===== config.mk =====
export PLATFORM = sky130hd
export DESIGN_NAME = lzssrw_out_fifo
export DESIGN_NICKNAME = d
export VERILOG_FILES = /design/src/rtl/lzssrw_pkg.sv /design/src/rtl/lzssrw_out_fifo.sv
export SDC_FILE = /design/constraint.sdc
export NUM_CORES = 1
export LEC_CHECK = 0
export ABC_AREA = 1
export BUFFER_PORTS_ARGS = -buffer_cell sky130_fd_sc_hd__buf_2
export CAP_MARGIN = 20
export CORE_MARGIN = 3
export CORE_UTILIZATION = 35
export CTS_BUF_LIST = sky130_fd_sc_hd__clkbuf_8
export CTS_CLUSTER_SIZE = 12
export DETAILED_ROUTE_END_ITERATION = 6
export HOLD_SLACK_MARGIN = 0.12
export PLACE_DENSITY_LB_ADDON = 0.12
export REMOVE_ABC_BUFFERS = 1
export SETUP_SLACK_MARGIN = 0.02
export SYNTH_ARGS = -nofsm -noshare
export SYNTH_HDL_FRONTEND = slang
export SYNTH_SLANG_ARGS = --single-unit

===== constraint.sdc =====
create_clock -name clk -period 2.2 [get_ports clk]
set_input_delay 0.22 -clock clk [delete_from_list [all_inputs] [get_ports clk]]
set_output_delay 0.22 -clock clk [all_outputs]
set_load 0.02 [all_outputs]

===== src/rtl/lzssrw_pkg.sv =====
package lzssrw_pkg;

	localparam int MAX_WINDOW_BITS = 12;
	localparam int WIN_AW          = MAX_WINDOW_BITS;
	localparam int MAX_LEN_BITS    = 5;
	localparam int CNT_W           = 6;
	localparam int CFG_IDX_W       = 3;
	localparam int CFG_DATA_W      = 24;

	localparam logic [CFG_IDX_W-1:0] REG_WINDOW_BITS  = 3'd0;
	localparam logic [CFG_IDX_W-1:0] REG_LENGTH_BITS  = 3'd1;
	localparam logic [CFG_IDX_W-1:0] REG_MIN_MATCH    = 3'd2;
	localparam logic [CFG_IDX_W-1:0] REG_START_OFFSET = 3'd3;
	localparam logic [CFG_IDX_W-1:0] REG_FILL_MODE    = 3'd4;
	localparam logic [CFG_IDX_W-1:0] REG_FILL_BYTE    = 3'd5;
	localparam logic [CFG_IDX_W-1:0] REG_OUTPUT_LIMIT = 3'd6;

	localparam logic [1:0] FILL_CONST   = 2'd0;
	localparam logic [1:0] FILL_SPARSE  = 2'd1;

	localparam logic [3:0]  RST_WINDOW_BITS  = 4'd12;
	localparam logic [2:0]  RST_LENGTH_BITS  = 3'd4;
	localparam logic [3:0]  RST_MIN_MATCH    = 4'd2;
	localparam logic [7:0]  RST_START_OFFSET = 8'd2;
	localparam logic [1:0]  RST_FILL_MODE    = FILL_CONST;
	localparam logic [7:0]  RST_FILL_BYTE    = 8'h20;
	localparam logic [23:0] RST_OUTPUT_LIMIT = 24'hffffff;

	localparam int RST_WB     = (12 > MAX_WINDOW_BITS) ? MAX_WINDOW_BITS : 12;
	localparam int RST_WP_INT = (2**RST_WB - 2**4 - 2) % (2**RST_WB);
	localparam logic [WIN_AW-1:0] RST_WRITE_POINTER = WIN_AW'(RST_WP_INT);

	typedef struct packed {
		logic [7:0] data;
		logic       last;
	} out_entry_t;

	function automatic logic [WIN_AW-1:0] win_mask_f(input logic [3:0] wb);
		logic [WIN_AW-1:0] m;
		int eff;
		eff = (int'(wb) > MAX_WINDOW_BITS) ? MAX_WINDOW_BITS : int'(wb);
		for (int i = 0; i < WIN_AW; i++) begin
			m[i] = (i < eff);
		end
		return m;
	endfunction

	function automatic logic [MAX_LEN_BITS-1:0] len_mask_f(input logic [2:0] lb);
		logic [MAX_LEN_BITS-1:0] m;
		for (int i = 0; i < MAX_LEN_BITS; i++) begin
			m[i] = (i < int'(lb));
		end
		return m;
	endfunction

	function automatic logic [7:0] fill_value_f(input logic [1:0] mode, input logic [7:0] fbyte,
		input logic [WIN_AW-1:0] idx);
		logic [WIN_AW-1:0] sh;
		logic [7:0] v;
		sh = idx >> 3;
		case (mode)
			FILL_CONST:  v = fbyte;
			FILL_SPARSE: v = (idx[2:0] == 3'd6) ? sh[7:0] : 8'd0;
			default:     v = idx[7:0];
		endcase
		return v;
	endfunction

endpackage


===== src/rtl/lzssrw_out_fifo.sv =====
module lzssrw_out_fifo
	import lzssrw_pkg::*;
(
	input  logic       clk,
	input  logic       arst_n,
	input  logic       push,
	input  out_entry_t push_entry,
	input  logic       pop,
	output out_entry_t head,
	output logic       not_empty,
	output logic [2:0] count
);

	out_entry_t  entry_q [4];
	logic [1:0]  wr_ptr_q;
	logic [1:0]  rd_ptr_q;
	logic [2:0]  count_q;

	always_ff @(posedge clk) begin
		if (push) begin
			entry_q[wr_ptr_q] <= push_entry;
		end
	end

	always_ff @(posedge clk or negedge arst_n) begin
		if (!arst_n) begin
			wr_ptr_q <= '0;
			rd_ptr_q <= '0;
			count_q  <= '0;
		end else begin
			if (push) begin
				wr_ptr_q <= wr_ptr_q + 2'd1;
			end
			if (pop) begin
				rd_ptr_q <= rd_ptr_q + 2'd1;
			end
			count_q <= count_q + 3'(push) - 3'(pop);
		end
	end

	assign head      = entry_q[rd_ptr_q];
	assign not_empty = (count_q != 3'd0);
	assign count     = count_q;

endmodule


==> results of run 1 <==
-- registers in the layout, summed over array words and instances, names as in the netlist --
name / count
count: 3
entry_q: 36
rd_ptr_q: 2
wr_ptr_q: 2
-- worst max-delay path: cells and delay by family, from the launching register on --
| family | cells | cell delay, ns |
|---|---|---|
| flops | 1 | 0.61 |
| buf+inv | 2 | 0.37 |
| simple gates | 2 | 0.19 |
-- what timing repair did --
action | in CTS | in global routing
hold buffers | 1 | 1
setup buffers | 0 | 0
hold endpoints to repair | 7 | 4
gates resized for setup | 0 | 0
-- cells in the final DEF, fill, tap and decap left out --
cell type,instances
inv_2,2
nand3_1,20
xor2_1,3
nand2_1,56
inv_1,47
nand3b_1,1
o21ai_1,1
ha_1,6
clkbuf_8,5
edfxtp_1,36
buf_4,1
buf_2,25
dlygate4sd3_1,2
clkinv_2,3
fa_1,1
dfrtp_1,7
-- per-stage QoR --
step / area (µm²) / util [%] / total power (W)
3_3_place_gp: 2105 / 40.43 / 0.002340
4_1_cts: 2198 / 42.24 / 0.002868
2_1_floorplan: 1884 / - / 0.001965
3_5_place_dp: 2105 / 40.43 / 0.002389
6_report: 2208 / 42.43 / 0.002811
5_1_grt: 2208 / 42.43 / 0.003074
-- path summary, 6_finish.rpt --
path	cells past startpoint	startpoint	to	slack, ns
min in group asynchronous	2	arst_n	rd_ptr_q[1]	0.28
max in group asynchronous	2	arst_n	wr_ptr_q[1]	1.76
worst max-delay path	4	rd_ptr_q[1]	head[8]	0.51
worst max register to register	7	count[0]	count[2]	0.64
worst min-delay path	1	push_entry[7]	entry_q[3][7]	0.14
worst min register to register	1	wr_ptr_q[0]	wr_ptr_q[0]	0.54
-- where the power goes --
| part | internal (W) | leakage (nW) | switching [W] |
|---|---|---|---|
| registers | 0.00109 | 0.413 | 0.000111 |
| clock network | 0.000217 | 0.0477 | 0.000256 |
| logic | 0.000360 | 0.629 | 0.000776 |
-- cells by family (layout without fill, tap and decap cells) --
| family | after synthesis | in the layout | share of synthesized area (%) |
|---|---|---|---|
| and+or+nand+nor | 77 | 77 | 16.55 |
| buffers and inverters | 54 | 85 | 11.47 |
| DFF | 43 | 43 | 65.41 |
| adders and majority gates | 7 | 7 | 4.951 |
| xor gates and xnor gates | 3 | 3 | 1.368 |
| AOI/OAI and AO/OA | 1 | 1 | 0.2603 |
-- layout make-up --
class | instances | area, µm² | area share, %
multi-input cells | 88 | 444.2 | 20.11
repair buffers | 28 | 152.6 | 6.912
clock inverters | 3 | 15.01 | 0.6799
well taps | 70 | 87.58 | 3.966
flip-flops and latches | 43 | 1256 | 56.88
clock buffers | 5 | 68.82 | 3.116
inverters | 49 | 183.9 | 8.329
-- per-layer routing --
| layer | share of wire [%] | up-vias | wire length [µm] |
|---|---|---|---|
| li1 | - | 623 | - |
| met5 | 0 | - | 0 |
| met1 | 44 | 558 | 1560 |
| met4 | 0.96 | 0 | 34 |
| met2 | 50 | 26 | 1772 |
| met3 | 4.8 | 4 | 171 |
==> run_results.csv, run 1 <==
group,metric,value,unit
placement,dp_cells,276,
sta,setup-tns-final,0,ns
floorplanning,die_w,80.08,µm
worst_setup_path,end_kind,"output pin",
final_layout,num_antenna_cells,0,
final_layout,fin_cells,286,
sta,rsz0062_at_grt,"false",
clock_network,clk_latency,0.29,ns
worst_setup_path,critical_path_arrival,1.47,ns
final_layout,nets,235,
synth,async_flop_share,16.28,%
synth,yosysMostFrequentCell,"nand2_1",
synth,ys_seq_area_share,65.41,%
grt,grt_first_pass_wirelength,5809,µm
route,drt_iter0_markers,74,
synth,synth.area.top_cells,"edfxtp_1, nand2_1, inv_1, dfrtp_1, nand3_1",
sta,setup_ws,0.5148,ns
floorplanning,row_count,26,
grt,grt_pass1_vias,1219,
placement,place_congestion,0.7164,
clock_network,root_buffer,"clkbuf_8",
final_layout,syn_to_final_growth,14.98,%
grt,top_usage_layer,"met2",
route,drc,0,
clock_network,cts_tree,"built",
clock_network,clk_pin_slew,0.08,ns
sta,slew_viol_final,0,
grt,met2_usage,22.19,%
sta,period_share,76.60,%
min_path,min_path_type,"input port to flip-flop",
sta,worst_pin_slew,0.4756,ns
clock_network,cts-buffers-inserted,5,
worst_setup_path,crit_path_start_kind,"flip-flop",
route,final_antenna_net_count,0,
grt,grt_max_degree,21,
synth,yosys-top-cells-count,"nand2_1, inv_1, edfxtp_1",
synth,yosys.area.top_type,"edfxtp_1",
sta,worst_hold_slack,0.1363,ns
floorplanning,fp.dieH,80.08,µm
clock_network,clock_tree.buffer_depth,2,
grt,grt_overflow_total,0,
synth,syn_area_per_cell,10.38,µm²
job,drv_cap,0,
clock_network,cts.sinks,43,
floorplanning,die_area,0.006412,mm²
synth,synth_top_area_share,56.29,%
synth,syn-cell-area,0.001921,mm²
placement,dpl.hpwl,2354,µm
floorplanning,ioPinCount,26,
clock_network,cts_max_level,2,
placement,numPortBuffers,25,
route,wl,3539,µm
worst_setup_path,critical_path.max_fanout,10,
worst_setup_path,critPathSlowestCell,"dfrtp_1",
worst_setup_path,path_cells,"inv_2 > nand3_1 > nand2_1 > buf_2",
grt,grt_usage,12.50,%
synth,yosys_warnings,0,
synth,synth_flop_cell,"edfxtp_1",
final_layout,filler_cell_count,506,
grt,antenna_found_initial,0,
placement,pre_cts_slack,0.6500,ns
route,wl_per_cell,12.37,µm
worst_setup_path,slowest_delay,0.61,ns
sta,fin_crit,1.685,ns
sta,hold_viol,0,
synth,synth_edf_count,36,
power,p_per_area,1273,mW/mm²
sta,max_slew_margin,68.26,%
status,status,"complete, no violations",
synth,synthCells,185,
final_layout,drive_gt1_share,16.67,%
grt,grt.met1_usage,14.28,%
sta,fmax,593.4,MHz
route,vias,1211,
worst_setup_path,crit_type,"flip-flop to output pin",
floorplanning,core-area,0.005205,mm²
route,vias_per_cell,4.234,
route,dr.pass1.iters,4,
synth,ys_ff_latch,43,
sta,finalSetupViolations,0,
sta,final.setup_skew,0.003418,ns
floorplanning,initial_core_util,36.90,%
grt,met3_usage,3.812,%
power,irDropWorstVdd,0.7391,mV
synth,synth.distinct_cells,15,
power,p_leak,1.090,nW
worst_setup_path,crit_required,1.98,ns
Power figures use the tool's default switching activity.
==> run 2: changes to the inputs <==
clock period = 1.4 ns   (was 2.2 ns; I/O delays follow)
==> run 2 against run 1 <==
The run now ends with negative setup slack left. Critical path depth increased by 3. Setup slack got worse by 0.57 ns. Cell area increased by 15%. First-iteration DRC count increased by 54%. Core utilization increased by 6.4 points. Sequential power increased by 55%. Final cell count increased by 5.6%. Sequential share of layout area decreased by 7.4 points. Hold slack improved by 0.022 ns. Highest routed layer unchanged.
==> run_results.csv, run 2 (synthesis gave the netlist of run 1 again) <==
group,metric,value,unit
sta,period_share,103.9,%
worst_setup_path,r2r_cells,7,
sta,slew_viol_final,0,
grt,antenna_found_initial,0,
min_path,hp-start,"pop",
route,wl,3702,µm
sta,fin_crit,1.455,ns
clock_network,clk_pin_slew,0.08,ns
power,power,0.005247,W
final_layout,num_antenna_cells,0,
grt,grt_usage,12.18,%
clock_network,clk_latency,0.29,ns
final_layout,largest_reg_flops,36,
floorplanning,core-area,0.005205,mm²
worst_setup_path,cp_top_family,"adder cells",
worst_setup_path,slowest_delay,0.36,ns
sta,setup-tns-final,-0.07912,ns
final_layout,largest_register,"entry_q",
floorplanning,fp.dieH,80.08,µm
worst_setup_path,crit_required,1.63,ns
worst_setup_path,path_cells,"inv_2 > ha_4 > inv_2 > ha_4 > fa_2 > nand3b_1 > nand2_1",
final_layout,final_cell_mix,"nand2_1, inv_1, edfxtp_1",
floorplanning,ioPinCount,26,
placement,placed_cell_area,0.002207,mm²
final_layout,final_common_cell,"nand2_1",
placement,dpl.hpwl,2390,µm
min_path,min_to,"rd_ptr_q[0]",
sta,rsz0062_at_grt,"true",
power,irDropWorstVdd,1.161,mV
status,violations,"negative setup slack",
clock_network,cts-buffers-inserted,5,
final_layout,syn_to_final_growth,32.25,%
power,p_int,0.003269,W
sta,hold_viol,0,
min_path,min_path_type,"input port to flip-flop",
worst_setup_path,r2r-start,"count[0]",
power,p_leak,1.207,nW
worst_setup_path,critical_path_arrival,1.69,ns
power,seqPwrFrac,35.5,%
clock_network,cts.sinks,43,
placement,pre_cts_slack,-0.1420,ns
clock_network,root_buffer,"clkbuf_8",
sta,worst_hold_slack,0.1586,ns
final_layout,nets,251,
clock_network,cts_tree,"built",
sta,max_slew_margin,82.63,%
sta,setup_ws,-0.05500,ns
status,status,"finished with violations",
route,vias,1308,
placement,numPortBuffers,25,
route,final_antenna_net_count,0,
worst_setup_path,timing.rr.end,"count[2]",
worst_setup_path,crit_path_start_kind,"flip-flop",
worst_setup_path,critical_path.max_fanout,2,
clock_network,clock_tree.buffer_depth,2,
floorplanning,row_count,26,
worst_setup_path,end_kind,"flip-flop",
route,vias_per_cell,4.331,
grt,grt_max_degree,21,
clock_network,cts_max_level,2,
worst_setup_path,startpoint,"count[0]",
floorplanning,die_area,0.006412,mm²
worst_setup_path,cp_num_buf_inv,2,
sta,final.setup_skew,0.005085,ns
grt,grt_pass1_vias,1240,
power,p_per_area,2066,mW/mm²
grt,grt_overflow_total,0,
power,pwr-share-clk,18.3,%
power,swShare,37.69,%
sta,worst_pin_slew,0.2602,ns
route,dr.pass1.iters,4,
route,drt_iter0_markers,114,
placement,place_congestion,0.6531,
min_path,hold_depth,3,
final_layout,drive_gt1_share,25.00,%
grt,grt_first_pass_wirelength,5740,µm
worst_setup_path,critPathSlowestCell,"dfrtp_1",
floorplanning,initial_core_util,36.90,%
route,wl_per_cell,12.26,µm
final_layout,stdcell_area,0.002540,mm²
power,power_frac_comb,46.2,%
power,power.switching,0.001978,W
worst_setup_path,r2r_setup_slack,-0.06,ns
job,drv_cap,0,
sta,fmax,687.3,MHz
worst_setup_path,crit_type,"flip-flop to flip-flop",
floorplanning,die_w,80.08,µm
route,drc,0,
sta,finalSetupViolations,5,
final_layout,filler_cell_count,476,
[run 2: cell types whose count changed in the layout (fill, tap and decap cells not counted), sizes merged]
cell / change
buf: +8
bufinv: +1
clkinv: -1
dlygate4sd3: +8
[run 2: worst max path at each step]
| stage | end | slack [ns] | cells past startpoint |
|---|---|---|---|
| final | count[2] | -0.06 | 7 |
| after global placement | count[2] | -0.08 | 7 |
| after global routing | count[2] | -0.09 | 7 |
| after detailed placement | count[2] | -0.14 | 7 |
| after floorplan | count[2] | -0.21 | 7 |
| after CTS | count[2] | -0.08 | 7 |
[run 2: worst register-to-register path, cell delays in order, from the launching register on]
cell and delay (ns):
dfrtp_1 0.36, inv_2 0.06, ha_4 0.25, inv_2 0.04, ha_4 0.14, fa_2 0.33, nand3b_1 0.16, nand2_1 0.07
[run 2: power by group through the flow]
stage | clock, W | combinational [W] | sequential [W]
global placement | 0 | 0.00200 | 0.00185
CTS | 0.000986 | 0.00220 | 0.00185
global route | 0.00104 | 0.00267 | 0.00190
detailed placement | 0 | 0.00206 | 0.00187
finish | 0.000960 | 0.00242 | 0.00186
floorplan | 0 | 0.00111 | 0.00197
[run 2: cell type report]
cell class | count | area [µm²] | share of cell area, %
multi-input cells | 88 | 496.7 | 19.56
clock buffers | 5 | 68.82 | 2.709
well taps | 70 | 87.58 | 3.448
repair buffers | 44 | 396.6 | 15.62
clock inverters | 3 | 43.79 | 1.724
flip-flops and latches | 43 | 1257 | 49.51
inverters | 49 | 188.9 | 7.438
[run 2: layer usage]
layer	wire, µm	share of wire (%)	track usage, %
met5	0	0	0
met4	19	0.51	4.054
met3	161	4.3	3.251
met2	1815	49	21.61
met1	1705	46	14.17
[run 2: through the flow]
stage	util (%)	cells
2_1_floorplan	-	180
3_3_place_gp	42.40	283
3_5_place_dp	42.40	283
4_1_cts	47.40	302
5_1_grt	48.80	302
6_report	48.80	302
[run 2: repair_timing]
item / CTS / global route
hold buffers: 10 / 0
endpoints found under the hold margin: 43 / 0
gates resized for setup: 10 / 24
setup buffers: 1 / 0
pin swaps: 3 / 2
setup endpoints to repair: 11 / 11
==> run 3: changes to the inputs <==
CORE_UTILIZATION = 53   (was 35)
CTS_CLUSTER_SIZE = unset   (was 12)
==> run 3 against run 2 <==
The run still ends with negative setup slack left. Critical path depth did not move. Clock skew about the same. Hold slack got worse by 0.0072 ns. Final cell count decreased by 5.6%. Highest routed layer unchanged.
==> run_results.csv, run 3 (synthesis gave the netlist of run 1 again) <==
group,metric,value,unit
final_layout,largest_reg_flops,36,
worst_setup_path,critical_path.max_fanout,2,
placement,numPortBuffers,25,
power,irDropWorstVdd,1.297,mV
final_layout,largest_register,"entry_q",
sta,max_slew_margin,84.56,%
sta,worst_pin_slew,0.2313,ns
min_path,hp-start,"pop",
clock_network,cts.sinks,43,
sta,slew_viol_final,0,
min_path,min_path_type,"input port to flip-flop",
worst_setup_path,r2r_cells,7,
status,violations,"negative setup slack",
worst_setup_path,timing.rr.end,"count[2]",
worst_setup_path,r2r_setup_slack,-0.12,ns
final_layout,filler_cell_count,247,
placement,place_congestion,0.6953,
clock_network,cts_max_level,2,
grt,grt_pass1_vias,1345,
sta,finalSetupViolations,11,
route,drc,0,
sta,setup_ws,-0.1241,ns
clock_network,cts_tree,"built",
floorplanning,initial_core_util,56.23,%
route,vias_per_cell,4.726,
grt,grt_usage,19.79,%
power,power,0.005283,W
worst_setup_path,r2r-start,"count[0]",
final_layout,multiInputGateArea,476.7,µm²
route,drt_iter0_markers,32,
grt,grt_overflow_total,0,
floorplanning,die_area,0.004382,mm²
clock_network,clk_latency,0.29,ns
route,dr.pass1.iters,6,
floorplanning,fp.dieH,66.20,µm
final_layout,final_cell_mix,"nand2_1, inv_1, edfxtp_1",
clock_network,clock_tree.buffer_depth,2,
grt,grt_max_degree,15,
sta,fin_crit,1.524,ns
final_layout,num_antenna_cells,0,
route,wl,3794,µm
sta,period_share,108.9,%
final_layout,syn_to_final_growth,29.97,%
worst_setup_path,crit_type,"flip-flop to flip-flop",
route,wl_per_cell,13.31,µm
sta,fmax,656.1,MHz
floorplanning,die_w,66.20,µm
clock_network,clk_pin_slew,0.08,ns
placement,dpl.hpwl,2395,µm
placement,placed_cell_area,0.002165,mm²
grt,grt_first_pass_wirelength,6030,µm
route,vias,1347,
floorplanning,core-area,0.003416,mm²
sta,rsz0062_at_grt,"true",
worst_setup_path,end_kind,"flip-flop",
status,status,"finished with violations",
final_layout,register_area,0.001257,mm²
power,p_per_area,2117,mW/mm²
power,p_leak,1.217,nW
min_path,hold_depth,3,
floorplanning,row_count,21,
final_layout,stdcell_area,0.002496,mm²
sta,final.setup_skew,0.005236,ns
job,drv_cap,0,
clock_network,root_buffer,"clkbuf_8",
final_layout,nets,258,
clock_network,cts-buffers-inserted,5,
grt,antenna_found_initial,0,
worst_setup_path,crit_required,1.63,ns
route,final_antenna_net_count,0,
worst_setup_path,critical_path_arrival,1.76,ns
worst_setup_path,crit_path_start_kind,"flip-flop",
final_layout,drive_gt1_share,24.69,%
final_layout,final_common_cell,"nand2_1",
min_path,min_to,"rd_ptr_q[0]",
sta,hold_viol,0,
floorplanning,ioPinCount,26,
## run 3: cell count changes in the layout (fill, tap and decap cells not counted), moves of 4 or more
cell | before | now
nand2_2 | 6 | 2
buf_4 | 8 | 13
buf_12 | 5 | 0
nand2_1 | 50 | 54
buf_6 | 5 | 10
## run 3: critical path, stage by stage (launching register included)
cell,delay [ns]
dfrtp_1,0.37
inv_2,0.06
ha_4,0.25
inv_2,0.04
ha_4,0.14
fa_2,0.34
nand3b_1,0.19
nand2_1,0.08
## run 3: through the flow
stage                     setup slack [ns]  hold slack [ns]  std cells  util (%)  setup TNS, ns
final                              -0.1241           0.1513        285     73.08        -0.7647
after global routing               -0.1778           0.1410        285     73.08         -1.576
after CTS                         -0.09601           0.1477        285     72.42        -0.8168
after detailed placement           -0.1473         -0.01920        264     63.37        -0.1881
after global placement            -0.06959         -0.01973        264     63.37       -0.06959
after floorplan                    -0.2127          -0.1556        180         -        -0.3391
## run 3: where the power goes
part / internal [W] / switching [W] / total [W]
clock network: 0.000530 / 0.000406 / 0.000937
logic: 0.00102 / 0.00143 / 0.00245
registers: 0.00171 / 0.000183 / 0.00190
total: 0.00326 / 0.00202 / 0.00528
## run 3: cell type report
| type | count | area share [%] |
|---|---|---|
| timing repair buffer | 49 | 15.64 |
| tap | 46 | 2.306 |
| inverter | 49 | 7.469 |
| clock buffer | 5 | 2.757 |
| sequential | 43 | 50.38 |
| clock inverter | 3 | 1.754 |
| timing repair inverter | 2 | 0.6015 |
| multi-input combinational | 88 | 19.10 |
## run 3: worst max-delay path by stage
stage,start,to,slack (ns),depth (start not counted)
5_1_grt,count[0],count[2],-0.18,7
4_1_cts,count[0],count[2],-0.1,7
2_1_floorplan,count[0],count[2],-0.21,7
3_5_place_dp,count[0],count[2],-0.15,7
3_3_place_gp,count[0],count[2],-0.07,7
6_report,count[0],count[2],-0.12,7
## run 3: routing by layer
| layer | global-route usage [%] | vias up | share of wire [%] |
|---|---|---|---|
| met3 | 5.272 | 10 | 3.2 |
| met2 | 35.44 | 30 | 52 |
| met1 | 21.31 | 634 | 42 |
| li1 | - | 673 | - |
| met5 | 0 | - | 0 |
| met4 | 9.645 | 0 | 2.8 |
## run 3: repair_timing
| item | CTS | global route |
|---|---|---|
| pin swaps | 4 | 8 |
| hold buffers | 10 | 0 |
| endpoints found under the hold margin | 43 | 0 |
| cloned | 2 | 0 |
| setup buffers | 1 | 0 |
| gates resized for setup | 23 | 7 |
| setup endpoints to repair | 11 | 11 |
